[src/design/svng_pkg.sv]
// Shared constants, types and functions for the smooth vertex normal generator.
package svng_pkg;

  localparam int MAX_VERTICES = 4096;
  localparam int AW           = $clog2(MAX_VERTICES);
  localparam int CW           = AW + 1;
  localparam int POS_W        = 32;
  localparam int NRM_W        = 16;
  localparam int SUM_W        = 32;
  localparam int MAG_W        = 63;
  localparam int EDG_W        = POS_W + 1;
  localparam int LEN_W        = 31;
  localparam int QUO_W        = 16;
  localparam int FRAC_W       = 14;

  localparam logic [1:0] OP_LOAD = 2'd0;
  localparam logic [1:0] OP_TRI  = 2'd1;
  localparam logic [1:0] OP_READ = 2'd2;

  localparam logic STAT_OK  = 1'b0;
  localparam logic STAT_ERR = 1'b1;

  typedef struct packed {
    logic                  start;
    logic [2:0]            neg;
    logic [2:0][MAG_W-1:0] mag;
  } norm_req_t;

  typedef struct packed {
    logic                  done;
    logic [2:0][NRM_W-1:0] nrm;
  } norm_rsp_t;

  function automatic logic [SUM_W-1:0] sat_add(input logic [SUM_W-1:0] a,
                                              input logic [NRM_W-1:0] b);
    logic signed [SUM_W:0] s;
    s = $signed({a[SUM_W-1], a}) + $signed({{(SUM_W-NRM_W+1){b[NRM_W-1]}}, b});
    if (s[SUM_W] != s[SUM_W-1]) begin
      sat_add = s[SUM_W] ? {1'b1, {(SUM_W-1){1'b0}}} : {1'b0, {(SUM_W-1){1'b1}}};
    end else begin
      sat_add = s[SUM_W-1:0];
    end
  endfunction

endpackage

[src/design/svng_norm.sv]
// Iterative vector normalizer: range shift, sum of squares, root, divides.
module svng_norm (
  input  logic                 clk_i,
  input  logic                 rst_ni,
  input  svng_pkg::norm_req_t  req_i,
  output svng_pkg::norm_rsp_t  rsp_o
);
  import svng_pkg::*;

  localparam logic [2:0] N_IDLE  = 3'd0;
  localparam logic [2:0] N_SHIFT = 3'd1;
  localparam logic [2:0] N_SQ    = 3'd2;
  localparam logic [2:0] N_SQRT  = 3'd3;
  localparam logic [2:0] N_DIVI  = 3'd4;
  localparam logic [2:0] N_DIV   = 3'd5;
  localparam logic [2:0] N_DONE  = 3'd6;

  logic [2:0]                state_q, state_d;
  logic [2:0]                neg_q, neg_d;
  logic [2:0][MAG_W-1:0]     mag_q, mag_d;
  logic [1:0]                idx_q, idx_d;
  logic [3:0]                cnt_q, cnt_d;
  logic [59:0]               prod_q, prod_d;
  logic [63:0]               acc_q, acc_d;
  logic [63:0]               root_q, root_d;
  logic [63:0]               bit_q, bit_d;
  logic [LEN_W-1:0]          len_q, len_d;
  logic [LEN_W-1:0]          rem_q, rem_d;
  logic [QUO_W-1:0]          nlo_q, nlo_d;
  logic [QUO_W-1:0]          quo_q, quo_d;
  logic [2:0][NRM_W-1:0]     nrm_q, nrm_d;

  logic [MAG_W-1:0]          mor;
  logic [63:0]               trial;
  logic [44:0]               numer;
  logic [LEN_W:0]            rem2;
  logic                      qbit;
  logic [QUO_W-1:0]          quo_n;

  always_comb begin
    mor   = mag_q[0] | mag_q[1] | mag_q[2];
    trial = root_q + bit_q;
    numer = {mag_q[idx_q][29:0], {FRAC_W{1'b0}}} + 45'(len_q >> 1);
    rem2  = {rem_q, nlo_q[QUO_W-1]};
    qbit  = (rem2 >= {1'b0, len_q});
    quo_n = {quo_q[QUO_W-2:0], qbit};

    state_d = state_q;
    neg_d   = neg_q;
    mag_d   = mag_q;
    idx_d   = idx_q;
    cnt_d   = cnt_q;
    prod_d  = prod_q;
    acc_d   = acc_q;
    root_d  = root_q;
    bit_d   = bit_q;
    len_d   = len_q;
    rem_d   = rem_q;
    nlo_d   = nlo_q;
    quo_d   = quo_q;
    nrm_d   = nrm_q;

    case (state_q)
      N_IDLE: begin
        if (req_i.start) begin
          neg_d = req_i.neg;
          mag_d = req_i.mag;
          if ((req_i.mag[0] | req_i.mag[1] | req_i.mag[2]) == '0) begin
            nrm_d   = '0;
            state_d = N_DONE;
          end else begin
            state_d = N_SHIFT;
          end
        end
      end
      N_SHIFT: begin
        if (mor[MAG_W-1:30] != '0) begin
          for (int i = 0; i < 3; i++) mag_d[i] = mag_q[i] >> 1;
        end else if (!mor[29]) begin
          for (int i = 0; i < 3; i++) mag_d[i] = mag_q[i] << 1;
        end else begin
          idx_d   = 2'd0;
          acc_d   = '0;
          state_d = N_SQ;
        end
      end
      N_SQ: begin
        if (idx_q != 2'd3) begin
          prod_d = mag_q[idx_q][29:0] * mag_q[idx_q][29:0];
        end
        if (idx_q != 2'd0) begin
          acc_d = acc_q + 64'(prod_q);
        end
        idx_d = idx_q + 2'd1;
        if (idx_q == 2'd3) begin
          root_d  = '0;
          bit_d   = 64'd1 << 62;
          state_d = N_SQRT;
        end
      end
      N_SQRT: begin
        if (acc_q >= trial) begin
          acc_d  = acc_q - trial;
          root_d = (root_q >> 1) + bit_q;
        end else begin
          root_d = root_q >> 1;
        end
        bit_d = bit_q >> 2;
        if (bit_q[0]) begin
          len_d   = root_d[LEN_W-1:0];
          idx_d   = 2'd0;
          state_d = N_DIVI;
        end
      end
      N_DIVI: begin
        rem_d   = LEN_W'(numer[44:QUO_W]);
        nlo_d   = numer[QUO_W-1:0];
        quo_d   = '0;
        cnt_d   = '0;
        state_d = N_DIV;
      end
      N_DIV: begin
        rem_d = qbit ? LEN_W'(rem2 - {1'b0, len_q}) : LEN_W'(rem2);
        nlo_d = nlo_q << 1;
        quo_d = quo_n;
        cnt_d = cnt_q + 4'd1;
        if (cnt_q == 4'(QUO_W - 1)) begin
          nrm_d[idx_q] = neg_q[idx_q] ? (~quo_n + 16'd1) : quo_n;
          idx_d        = idx_q + 2'd1;
          state_d      = (idx_q == 2'd2) ? N_DONE : N_DIVI;
        end
      end
      N_DONE: begin
        state_d = N_IDLE;
      end
      default: begin
        state_d = N_IDLE;
      end
    endcase
  end

  always_ff @(posedge clk_i or negedge rst_ni) begin
    if (!rst_ni) begin
      state_q <= N_IDLE;
      idx_q   <= '0;
      cnt_q   <= '0;
    end else begin
      state_q <= state_d;
      idx_q   <= idx_d;
      cnt_q   <= cnt_d;
    end
  end

  always_ff @(posedge clk_i) begin
    neg_q  <= neg_d;
    mag_q  <= mag_d;
    prod_q <= prod_d;
    acc_q  <= acc_d;
    root_q <= root_d;
    bit_q  <= bit_d;
    len_q  <= len_d;
    rem_q  <= rem_d;
    nlo_q  <= nlo_d;
    quo_q  <= quo_d;
    nrm_q  <= nrm_d;
  end

  assign rsp_o.done = (state_q == N_DONE);
  assign rsp_o.nrm  = nrm_q;

endmodule

[config.mk]
export PLATFORM = sky130hd
export DESIGN_NAME = svng_norm
export DESIGN_NICKNAME = d
export VERILOG_FILES = /design/src/design/svng_pkg.sv /design/src/design/svng_norm.sv
export SDC_FILE = /design/constraint.sdc
export NUM_CORES = 2
export LEC_CHECK = 0
export BUFFER_PORTS_ARGS = -buffer_cell sky130_fd_sc_hd__buf_4
export CORE_MARGIN = 8
export CORE_UTILIZATION = 40
export CTS_BUF_LIST = sky130_fd_sc_hd__clkbuf_8 sky130_fd_sc_hd__clkbuf_16
export DETAILED_ROUTE_END_ITERATION = 8
export SETUP_SLACK_MARGIN = 0.02
export SYNTH_ARGS = -nofsm -noshare
export SYNTH_HDL_FRONTEND = slang
export SYNTH_SLANG_ARGS = --single-unit
[constraint.sdc]
create_clock -name clk_i -period 9.2 [get_ports clk_i]
set_clock_uncertainty 0.05 [all_clocks]
set_input_delay 2.3 -clock clk_i [delete_from_list [all_inputs] [get_ports clk_i]]
set_output_delay 2.3 -clock clk_i [all_outputs]
set_load 0.02 [all_outputs]
== After elaboration in Yosys (flattened, before gate mapping) ==
Cells that the tools add are included.

* Flip-flop bits (word level): 594
* Latch bits: 0
* Memory bits (writable): 0
* ROM bits: 0
* Output and inout port bits: 49
* Memories kept: 0

* Add/sub/neg operators: 9
* Multiply operators: 1
* Div/mod/pow operators: 0
* Order comparisons: 4
* Eq/ne operators: 20
* Shifts and indexed selects: 0
* Mux-type cells: 45
* Bitwise logic cells: 5
* Reductions and logical operators: 20

{| class="wikitable"
|+ Operator list
! operator !! count
|-
| 189-bit two-way mux || 3
|-
| 64-bit two-way mux || 7
|-
| 189-bit one-hot mux with 2 select lines || 1
|-
| 64-bit one-hot mux with 2 select lines || 2
|-
| 63-bit OR || 4
|-
| 64-bit one-hot mux with 3 select lines || 1
|-
| 48-bit two-way mux || 3
|-
| 63-bit binary-select mux with 2-bit select || 1
|-
| 48-bit one-hot mux with 2 select lines || 1
|-
| 63-bit by 64-bit adder with 64-bit output || 1
|-
| 64-bit by 60-bit adder with 64-bit output || 1
|-
| 64-bit adder || 1
|-
| 64-bit >= comparator || 1
|-
| 64-bit subtractor || 1
|-
| 63-bit logical NOT || 1
|-
| 31-bit one-hot mux with 2 select lines || 1
|-
| 30-bit by 30-bit multiplier with 60-bit output || 1
|-
| 48-bit bitwise mux || 1
|-
| 44-bit by 30-bit adder with 45-bit output || 1
|-
| 33-bit nonzero test || 1
|-
| 16-bit demux with 2-bit select || 1
|-
| 32-bit by 31-bit >= comparator with 1-bit output || 1
|-
| 16-bit two-way mux || 2
|-
| 16-bit one-hot mux with 2 select lines || 1
|-
| 34 further kinds || 65
|}

== Depth between registers and ports, before layout ==
* Word-level depth: 7
* Mapped depth: 37
* Mapped depth without buffers: 34

== Worst setup path before layout ==
Ideal clock, no wire load.

* Path kind: reg2reg
* Start: register root_q[28]
* End: register acc_q[0], enable pin
* Library setup time: 565 ps
* Arrival time: 9,094 ps
* Data required time: 8,585 ps
* Path slack: -509 ps
* Cell stages (with the launch flop): 25
* Buffers on the path: 3
* Period minus slack after synthesis: 9,709 ps
* Cells stage by stage: edfxtp_1 -> ha_1 -> a31oi_4 -> o21ai_2 -> a2111o_1 -> o21ai_2 -> o311ai_2 -> o311a_1 -> o41a_1 -> a211o_1 -> xnor2_1 -> ha_1 -> clkbuf_1 -> a21o_1 -> a21o_1 -> a21o_1 -> a21o_1 -> a21oi_1 -> o21a_1 -> and3_1 -> clkbuf_1 -> clkbuf_1 -> nand3_1 -> o21ai_0 -> nor3_1

* Cells in the longest elaborated chain, start to end: 4

{| class="wikitable"
|+ RTL lines
! item !! line !! source
|-
| start, declared || svng_norm.sv:25 || <nowiki>logic [63:0] root_q, root_d;</nowiki>
|-
| start signal, assigned || svng_norm.sv:159 || <nowiki>root_q <= root_d;</nowiki>
|-
| 64-bit adder || svng_norm.sv:42 || <nowiki>trial = root_q + bit_q;</nowiki>
|-
| 64-bit >= comparator || svng_norm.sv:102 || <nowiki>if (acc_q >= trial) begin</nowiki>
|-
| 2-bit inequality test (no line) || n/a ||
|-
| 5-bit AND reduction (no line) || n/a ||
|-
| end signal, assigned || svng_norm.sv:158 || <nowiki>acc_q <= acc_d;</nowiki>
|-
| end, declared || svng_norm.sv:24 || <nowiki>logic [63:0] acc_q, acc_d;</nowiki>
|}

Every way passes these cells.
A chain may end at the register's enable or synchronous reset.

== Worst setup path in the final report ==
* Start: register idx_q[1]
* End: register prod_q[48], data pin

* Cells in the longest elaborated chain, start to end: 3

{| class="wikitable"
|+ RTL lines
! item !! line !! source
|-
| start, declared || svng_norm.sv:21 || <nowiki>logic [1:0] idx_q, idx_d;</nowiki>
|-
| start signal, assigned || svng_norm.sv:149 || <nowiki>idx_q <= idx_d;</nowiki>
|-
| 63-bit binary-select mux with 2-bit select || svng_norm.sv:89 || <nowiki>prod_d = mag_q[idx_q][29:0] * mag_q[idx_q][29:0];</nowiki>
|-
| 30-bit two-way mux (not written as such) || svng_norm.sv:89 ||
|-
| 30-bit by 30-bit multiplier with 60-bit output || svng_norm.sv:89 ||
|-
| end signal, assigned || svng_norm.sv:157 || <nowiki>prod_q <= prod_d;</nowiki>
|-
| end, declared || svng_norm.sv:23 || <nowiki>logic [59:0] prod_q, prod_d;</nowiki>
|}

Every way passes these cells. The select of a mux whose other input is x is not followed.

==> impl_metrics.yaml <==
route:
  drt_iter0_markers: 4606
  routed_wl_um: 203000
  first_pass_iters: 5
  via_count: 51200
  drc: 0
  routedWlPerCell_um: 22.0
  via_per_inst: 5.56
  ant_nets: 0
place:
  io_buffers: 243
  dp_hpwl_um: 162000
  place_area_mm2: 0.0689
  place_ws_ns: 0.0439
  gp_congestion: 0.954
worst_setup_path:
  critPathMaxFanout: 8
  startpoint_type: "flip-flop"
  cp.required_ns: 9.53
  critPathMostFrequentCell: "fa_1"
  max_stage_delay_ns: 0.59
  end_kind: "flip-flop"
  crit_path_top_delay_cell: "fa_1"
  criticalPathCategory: "flip-flop to flip-flop"
  worstPathArrival_ns: 9.29
clocking:
  cts_buffer_depth: 3
  htree_num_levels: 3
  cts_buffers: 72
  clk_pin_slew_ns: 0.07
  cts_root_buffer: "clkbuf_16"
  cts_tree: "built"
  clock_latency_ns: 0.69
  postCtsHoldBufs: 0
  cts.sinks: 561
timing:
  slew_headroom_pct: -5.30
  rsz0062_at_grt: "true"
  setup_viol: 0
  hold_violations: 0
  setup_slack_ns: 0.240
  max_freq_mhz: 112
  slew_violations: 5
  final.period_utilization_pct: 97.4
  fin_crit_ns: 8.96
  worstMarginPinSlew_ns: 1.56
power:
  peakVddDrop_mv: 0.129
  p_per_area_mw_per_mm2: 80.4
  power.total_w: 0.00580
  p_leak_nw: 31.9
synthesis:
  seq_area_frac_synth_pct: 26.2
  synth_edf_count: 552
  ys.flop_type: "edfxtp_1"
  ys_warn_count: 0
  ys_async_sr_fraction_pct: 1.60
  yosysUniqueCellTypes: 88
  syn_nets: 8218
  synthCells: 6828
  syn-cell-area_mm2: 0.0640
  syn_avg_cell_area_um2: 9.37
  ys_ff_latch: 561
die:
  die-area_mm2: 0.173
  start_util_pct: 40.0
  core_mm2: 0.160
  chipHeight_um: 416
  num_rows: 147
  io_pins: 244
  die_x_um: 416
worst_hold_path:
  hp-class: "flip-flop to flip-flop"
final_layout:
  final_util_pct: 45.2
  final_net_count: 8455
  multi_input_area_mm2: 0.0429
  register_area_mm2: 0.0168
  area_growth_pct: 12.8
  drive_gt1_share_pct: 11.4
  design_area_mm2: 0.0722
  nFillCells: 15300
  antenna_cells: 0
run:
  maxCapViolations: 1
run_status:
  violations: "max-capacitance violations, max-slew violations"
  status: "finished with violations"
grt:
  overflow: 0
  grt_max_degree: 174
  grtUsageTotal_pct: 22.7
  grt_antenna_before_repair: 2
  first_global_vias: 52900
  grt_pass1_wl_um: 311000
-- worst paths after layout --
check | startpoint | cells after the start | slack, ns | endpoint
setup / recovery | idx_q[1] | 32 | 0.24 | prod_q[48]
setup reg to reg | idx_q[1] | 32 | 0.24 | prod_q[48]
hold reg to reg | cnt_q[1] | 2 | 0.46 | cnt_q[1]
max in group asynchronous | rst_ni | 1 | 7.42 | state_q[0]
hold / removal | cnt_q[1] | 2 | 0.46 | cnt_q[1]
min in group asynchronous | rst_ni | 1 | 1.43 | idx_q[0]
-- sequential cells by signal, indices dropped and copies added (netlist names), 31 cells and up --
signal and count:
root_q 64, acc_q 64, len_q 31, rsp_o 48, mag_q 189, rem_q 31
bit_q 32, prod_q 59
-- metal layers --
layer  vias up  GRT usage (%)  wire length [um]  part of all wire, %
met5         -              0                27                0.013
met4         4           7.36              7580                  3.7
met3       358           3.88             14500                  7.2
met2      1810           37.5             94100                   46
met1     25400           30.5             86300                   43
li1      23700              -                 -                    -
-- cell type report --
class                   count  area share (%)
clock buffers              74            2.53
repair inverters            1          0.0104
multi-input cells        4996            59.4
flip-flops and latches    561            23.3
well taps                2086            3.62
inverters                 994            5.20
clock inverters            58           0.771
repair buffers            439            5.16
-- synthesized netlist by cell type, types with 95 or more instances --
master,number,area [um^2]
nand2_1,623,2340
a21oi_1,426,2130
xor2_1,142,1240
inv_1,987,3700
a21o_1,157,1180
xnor2_1,226,1980
ha_1,497,6220
clkbuf_1,236,886
nor2_1,664,2490
fa_1,698,14000
edfxtp_1,552,16600
o21ai_0,274,1370
a31oi_1,124,776
mux2_2,95,1070
-- placed cells by master (no fill, tap or decap), drive strengths merged, types with 85 or more instances in the layout --
cell	synthesis	routed
mux2	95	95
nand4	94	94
a31oi	127	127
buf	41	434
nor4	85	85
inv	988	1003
xor2	142	142
o21ai	280	280
nor2	664	664
edfxtp	552	552
a21o	157	157
nand2	623	623
mux2i	88	88
a21oi	426	426
xnor2	226	226
ha	497	497
and3	86	86
fa	698	698
-- worst max-delay path, delay by kind of cell, from the launching register on --
family                     cells  cell delay (ns)
xor gates and xnor gates       1             0.13
muxes                          1             0.13
AOI/OAI and AO/OA              8             1.68
and+or+nand+nor                3             0.77
DFF                            1             0.45
adders and majority gates      9             4.29
buffers and inverters         10             1.16
-- kinds of logic (layout without fill, tap and decap cells) --
logic type | after synthesis | count (layout) | share of synthesized area [%]
AOI/OAI and AO/OA | 1363 | 1363 | 13.4
xor gates and xnor gates | 368 | 368 | 5.04
adders and majority gates | 1195 | 1195 | 31.5
buffers and inverters | 1271 | 1566 | 7.49
DFF | 561 | 561 | 26.2
muxes | 183 | 183 | 3.05
and+or+nand+nor | 1887 | 1887 | 13.3
-- where the power goes --
group          leakage (nW)  internal [W]  total (W)  switching, W
registers              4.84       0.00278    0.00278             0
logic                  25.9     0.0000813   0.000142     0.0000603
clock network          1.21       0.00163    0.00288       0.00125
total                  31.9       0.00449    0.00580       0.00131
-- through the flow --
step                std cells  hold slack [ns]  TNS, ns
global route             9209            0.500  -0.0257
global placement         9040            0.438        0
finish                   9209            0.461        0
CTS                      9172            0.457        0
detailed placement       9040            0.444        0
floorplan                6828            0.416        0
-- timing repair --
item / in CTS / in global routing
resized for setup: 2 / 130
setup endpoints to repair: 5 / 20
setup buffers: 0 / 30
gates cloned: 0 / 6
pin swaps: 0 / 17
(Power assumes the default switching activity.)
